### config.mk
export PLATFORM = sky130hd
export DESIGN_NAME = msf_front
export DESIGN_NICKNAME = d
export VERILOG_FILES = /design/src/rtl/msf_pkg.sv /design/src/rtl/msf_front.sv
export SDC_FILE = /design/constraint.sdc
export NUM_CORES = 1
export LEC_CHECK = 0
export ABC_AREA = 1
export ABC_CLOCK_PERIOD_IN_PS = 2400
export BUFFER_PORTS_ARGS = -buffer_cell sky130_fd_sc_hd__buf_2
export CORE_MARGIN = 2
export CORE_UTILIZATION = 46
export CTS_BUF_LIST = sky130_fd_sc_hd__clkbuf_8
export CTS_CLUSTER_DIAMETER = 40
export DETAILED_ROUTE_END_ITERATION = 7
export GPL_TIMING_DRIVEN = 0
export PLACE_DENSITY = 0.75
export SLEW_MARGIN = 0
export SYNTH_ARGS = -nofsm -noshare
export SYNTH_HDL_FRONTEND = slang
export SYNTH_SLANG_ARGS = --single-unit
export TNS_END_PERCENT = 50
### constraint.sdc
create_clock -name clk_i -period 2.4 [get_ports clk_i]
set_input_delay 0.24 -clock clk_i [delete_from_list [all_inputs] [get_ports clk_i]]
set_output_delay 0.24 -clock clk_i [all_outputs]
set_load 0.03 [all_outputs]
### src/rtl/msf_pkg.sv
// Shared types, constants and the sigmoid table for the perceptron block.
package msf_pkg;

  localparam int unsigned MaxNeurons = 64;
  localparam int unsigned MaxLayers  = 4;
  localparam int unsigned WidthRegs  = 4;
  localparam int unsigned RegCount   = 6;
  localparam int unsigned CfgW       = 7;
  localparam int unsigned QueueDepth = 4;

  typedef enum logic [1:0] {
    ActWeight = 2'd0,
    ActBias   = 2'd1,
    ActInput  = 2'd2,
    ActNone   = 2'd3
  } action_e;

  typedef enum logic [2:0] {
    RegLayers = 3'd0,
    RegWidth0 = 3'd1,
    RegWidth1 = 3'd2,
    RegWidth2 = 3'd3,
    RegWidth3 = 3'd4,
    RegWidth4 = 3'd5
  } reg_e;

  typedef enum logic [2:0] {
    StIdle,
    StBias,
    StMac,
    StDrain,
    StFinish,
    StEmit
  } back_state_e;

  // One classified beat as it travels from the front to the back.
  typedef struct packed {
    action_e     action;
    logic [1:0]  layer;
    logic [5:0]  row;
    logic [5:0]  col;
    logic [15:0] value;
    logic        last;
  } cmd_t;

  function automatic logic [8:0] sig_lut(input logic [5:0] t);
    logic [8:0] s;
    unique case (t)
      6'd0: s = 9'd128;  6'd1: s = 9'd136;  6'd2: s = 9'd144;  6'd3: s = 9'd152;
      6'd4: s = 9'd159;  6'd5: s = 9'd167;  6'd6: s = 9'd174;  6'd7: s = 9'd181;
      6'd8: s = 9'd187;  6'd9: s = 9'd193;  6'd10: s = 9'd199; 6'd11: s = 9'd204;
      6'd12: s = 9'd209; 6'd13: s = 9'd214; 6'd14: s = 9'd218; 6'd15: s = 9'd222;
      6'd16: s = 9'd225; 6'd17: s = 9'd229; 6'd18: s = 9'd232; 6'd19: s = 9'd234;
      6'd20: s = 9'd237; 6'd21: s = 9'd239; 6'd22: s = 9'd241; 6'd23: s = 9'd242;
      6'd24: s = 9'd244; 6'd25: s = 9'd245; 6'd26: s = 9'd246; 6'd27: s = 9'd248;
      6'd28: s = 9'd248; 6'd29: s = 9'd249; 6'd30: s = 9'd250; 6'd31: s = 9'd251;
      6'd32: s = 9'd251; 6'd33: s = 9'd252; 6'd34: s = 9'd252; 6'd35: s = 9'd253;
      6'd36: s = 9'd253; 6'd37: s = 9'd254; 6'd38: s = 9'd254; 6'd39: s = 9'd254;
      6'd40: s = 9'd254; 6'd41: s = 9'd254; 6'd42: s = 9'd255; 6'd43: s = 9'd255;
      6'd44: s = 9'd255; 6'd45: s = 9'd255; 6'd46: s = 9'd255; 6'd47: s = 9'd255;
      6'd48: s = 9'd255; 6'd49: s = 9'd255;
      default: s = 9'd256;
    endcase
    return s;
  endfunction

  // Q8.8 value into Q1.8 sigmoid, symmetric around zero.
  function automatic logic [8:0] sigmoid_q(input logic signed [15:0] z);
    logic [15:0] mag;
    logic [10:0] t;
    logic [8:0]  s;
    mag = z[15] ? 16'(-z) : z;
    t   = mag[15:5];
    s   = (t < 11'd64) ? sig_lut(t[5:0]) : 9'd256;
    return z[15] ? 9'(9'd256 - s) : s;
  endfunction

endpackage

### src/rtl/msf_front.sv
// Front end: accepts command beats, drops out-of-range ones and queues the rest.
module msf_front #(
  parameter int unsigned MaxNeur = msf_pkg::MaxNeurons,
  parameter int unsigned MaxLay  = msf_pkg::MaxLayers
) (
  input  logic          clk_i,
  input  logic          rst_ni,
  input  logic          start_i,
  output logic          busy_o,
  input  logic [1:0]    action_i,
  input  logic [1:0]    layer_sel_i,
  input  logic [5:0]    row_index_i,
  input  logic [5:0]    col_index_i,
  input  logic [15:0]   value_i,
  input  logic          last_input_i,
  output logic          cmd_valid_o,
  output msf_pkg::cmd_t cmd_o,
  input  logic          cmd_pop_i
);
  import msf_pkg::*;

  localparam int unsigned PtrW = $clog2(QueueDepth);

  cmd_t          fifo_q [QueueDepth];
  logic [PtrW-1:0] wr_q, rd_q;
  logic [PtrW:0]   cnt_q;
  logic          accept, keep, in_range;

  always_comb begin
    unique case (action_e'(action_i))
      ActWeight: in_range = 32'(layer_sel_i) < MaxLay && 32'(row_index_i) < MaxNeur
                            && 32'(col_index_i) < MaxNeur;
      ActBias:   in_range = 32'(layer_sel_i) < MaxLay && 32'(row_index_i) < MaxNeur;
      ActInput:  in_range = 1'b1;
      default:   in_range = 1'b0;
    endcase
  end

  // Only a full queue holds the sender off; during a pass the queue fills up.
  assign busy_o  = (cnt_q == (PtrW+1)'(QueueDepth));
  assign accept  = start_i && !busy_o;
  assign keep    = accept && in_range;
  assign cmd_valid_o = (cnt_q != '0);
  assign cmd_o   = fifo_q[rd_q];

  always_ff @(posedge clk_i) begin
    if (keep) begin
      fifo_q[wr_q].action <= action_e'(action_i);
      fifo_q[wr_q].layer  <= layer_sel_i;
      fifo_q[wr_q].row    <= row_index_i;
      fifo_q[wr_q].col    <= col_index_i;
      fifo_q[wr_q].value  <= value_i;
      fifo_q[wr_q].last   <= last_input_i && (action_e'(action_i) == ActInput)
                             && (32'(col_index_i) < MaxNeur);
    end
  end

  always_ff @(posedge clk_i or negedge rst_ni) begin
    if (!rst_ni) begin
      wr_q  <= '0;
      rd_q  <= '0;
      cnt_q <= '0;
    end else begin
      if (keep) wr_q <= wr_q + 1'b1;
      if (cmd_pop_i) rd_q <= rd_q + 1'b1;
      cnt_q <= cnt_q + (PtrW+1)'(keep) - (PtrW+1)'(cmd_pop_i);
    end
  end

  assert property (@(posedge clk_i) disable iff (!rst_ni) cmd_pop_i |-> cmd_valid_o)
    else $error("pop from empty queue");
  assert property (@(posedge clk_i) disable iff (!rst_ni)
    cnt_q <= (PtrW+1)'(QueueDepth)) else $error("queue overflow");
  assert property (@(posedge clk_i) disable iff (!rst_ni)
    (keep && !cmd_pop_i) |=> cnt_q == $past(cnt_q) + 1'b1) else $error("count slip");
endmodule

==> results by group <==
Run status
  – Status: finished, final reports clean

Timing
  – Slew Limit Fails: 0
  – Fin. Hold Viols: 0
  – Clock Skew: 13.9 ps
  – Worst-Margin Slew: 561 ps
  – Relative slew slack: 62.6%
  – # setup viols final: 0
  – RSZ-0062 raised after global routing: false
  – Maximum clock rate: 0.487 GHz
  – Hold WS: 22.5 ps
  – Minimum clock period: 2050 ps
  – Fin crit share: 85.6%

Synthesis
  – Syn_nets: 484
  – Top post-synthesis cells by area: edfxtp_1 (69%), o211ai_2 (5.6%), inv_1 (5.3%)
  – Synth async-reset ratio: 5.04%
  – Netlist Area Pre-Place: 0.00577 sq mm
  – Post-synthesis sequential area ratio: 71.7%
  – Synth unique cells: 20
  – Yosys warns: 0
  – Avg Inst Size Synth: 13.1 sq um
  – Post-synth EDFFs: 132
  – Synthesized flop and latch total: 139
  – Top post-synthesis cells by count: edfxtp_1 (132), inv_1 (82), nand2_1 (78), a21oi_1 (34), o21ai_0 (27)
  – Largest area contributor in the netlist: edfxtp_1
  – Top-area cell type share of the netlist area: 68.6%
  – Primary FF master, synth: edfxtp_1
  – Most common cell in the netlist: edfxtp_1
  – Synth Instances: 440

Routing
  – Via count: 3552
  – DRC marker count from the first detailed-route iteration: 206
  – DR pass1 iterations: 6
  – Residual DRC: 0
  – Routed Antenna Nets: 0
  – Vias per inst: 4.91
  – WL/cell: 15.9 um
  – Final wirelength: 11500 um

Worst setup path
  – Critical path endpoint category: register
  – CP cell instances: inv_1 > nand3_1 > nand2_1 > nor2_4 > buf_16
  – Max stage delay on crit path: 530 ps
  – CP max-delay cell: nor2_4
  – CP required: 2530 ps
  – Kind of critical path: reg2reg
  – WP buf/inv: 2
  – Startpoint types: register
  – Cell family with most CP delay: simple AND/OR/NAND/NOR gates
  – CP Max Fanout: 21
  – Crit path arrival time: 2180 ps

Global route
  – GR Overflow Total: 0
  – Pin count of the biggest net entering global routing: 24
  – First-pass GRT wire length: 17600 um
  – GRT Total Usage: 17.9%
  – Initial antenna violation count: 0
  – Vias in the first global route: 3553

Placement
  – Post-DP HPWL: 7430 um
  – RePlAce Congestion: 0.777
  – IO buf count: 71

Power and ir drop
  – VDD IR max: 0.000688 V
  – Pwr dens: 1270 mW/mm^2
  – Combinational share of power: 43.7%
  – Switching part of the total: 40.9%
  – Tot Pwr: 0.00882 W
  – Cell Int Power: 0.00521 W
  – Leakage: 2.88 nW
  – Clk network pwr share: 20.0%
  – NetSw: 0.00361 W
  – Reg power frac: 36.3%

Floorplan
  – Site row count: 40
  – Die H: 116 um
  – Die width: 116 um
  – Starting Density: 47.7%
  – Ports: 72
  – Core area: 0.0121 sq mm
  – Die footprint: 0.0135 sq mm

Cells and area
  – # diodes: 0
  – Final Util: 57.1%
  – Fraction of final layout cells sized beyond drive strength 1: 26.8%
  – Final net count: 586
  – Synthesis-to-finish area growth: 19.9%

Clock network
  – CTS tree: done
  – Clock transition at path regs: 70 ps
  – Later-pin clock latency in the skew report: 440 ps
  – Total CTS buffers: 17
  – CTS Sinks: 139
  – Root buf cell: clkbuf_8
  – Clock Tree Buf Depth: 2
  – CTS H-tree depth: 4
  – # resized after CTS: 0

Hold path
  – Hold Path Class: in2reg

Job
  – MaxCap Viol Count: 0
-- power groups by stage --
stage	registers (W)	clock network (W)	logic [W]
floorplan	0.00324	0	0.00266
global placement	0.00327	0	0.00367
detailed placement	0.00325	0	0.00388
CTS	0.00320	0.00179	0.00390
global route	0.00323	0.00189	0.00419
finish	0.00320	0.00177	0.00385
-- flip-flops by register name (all words and copies together), names as in the netlist --
name / cells
wr_q: 2
rd_q: 2
fifo_q: 132
cnt_q: 3
-- routing by layer --
layer | part of all wire [%] | track usage (%) | vias up
met2 | 51 | 29.7 | 103
met3 | 5.4 | 4.92 | 16
li1 | - | - | 1718
met5 | 0 | 0 | -
met1 | 43 | 22.6 | 1715
met4 | 1.4 | 6.51 | 0
-- cells by family after synthesis --
kind of cell / synth area share (%)
AND/OR/NAND/NOR: 5.83
XOR/XNOR: 0.303
buffers and inverters: 8.19
AO/OA/AOI/OAI: 12.4
adder cells (fa/ha/maj): 1.65
flip-flops: 71.7
-- cell usage in the layout, fill, tap and decap left out, drive strengths merged --
cell type,n
nand2,78
fa,1
xnor2,1
nand3,5
a21oi,34
dlygate4sd3,8
edfxtp,132
clkinvlp,3
xor2,1
buf,95
bufinv,2
nor2,5
clkinv,2
o211ai,33
clkbuf,21
o21ai,33
inv,88
dfrtp,7
ha,6
-- layout make-up --
type | count | area (sq um)
clock inverter | 13 | 115
tap | 168 | 210
multi-input combinational | 197 | 1190
sequential | 139 | 4140
inverter | 82 | 308
buffer | 22 | 165
fill | 983 | 5190
clock buffer | 19 | 262
timing repair buffer | 83 | 531
-- worst reg2reg max path, cell delays in order (launching register included) --
cell	delay, ps
dfrtp_1	410
inv_1	100
nand3_1	150
nand2_1	310
nor2_4	530
buf_16	250
-- through the flow --
| step | setup WS [ps] | setup TNS (ps) | instances | area (sq um) |
|---|---|---|---|---|
| floorplan | -150 | -19790 | 440 | 5770 |
| global placement | -1290 | -167680 | 679 | 6340 |
| detailed placement | 376 | 0 | 683 | 6460 |
| CTS | 342 | 0 | 723 | 6920 |
| global route | 166 | 0 | 723 | 6920 |
| finish | 346 | 0 | 723 | 6920 |
-- worst paths after layout --
path                       depth (start not counted)      startpoint             to  slack, ps
setup / recovery                                   5        cnt_q[1]   fifo_q[1][0]        350
hold / removal                                     1  row_index_i[4]  fifo_q[0][27]         20
setup reg to reg                                   5        cnt_q[1]   fifo_q[1][0]        350
hold reg to reg                                    2         wr_q[1]        wr_q[1]        560
max in group asynchronous                          2          rst_ni        rd_q[0]       2050
min in group asynchronous                          2          rst_ni        wr_q[0]        170
-- repair_timing --
action	4_1_cts	5_1_grt
endpoints found under the setup margin	0	0
hold endpoints to repair	34	0
hold buffers	8	0
buffers inserted	0	0
No activity file was read; power rests on OpenSTA's default activity.
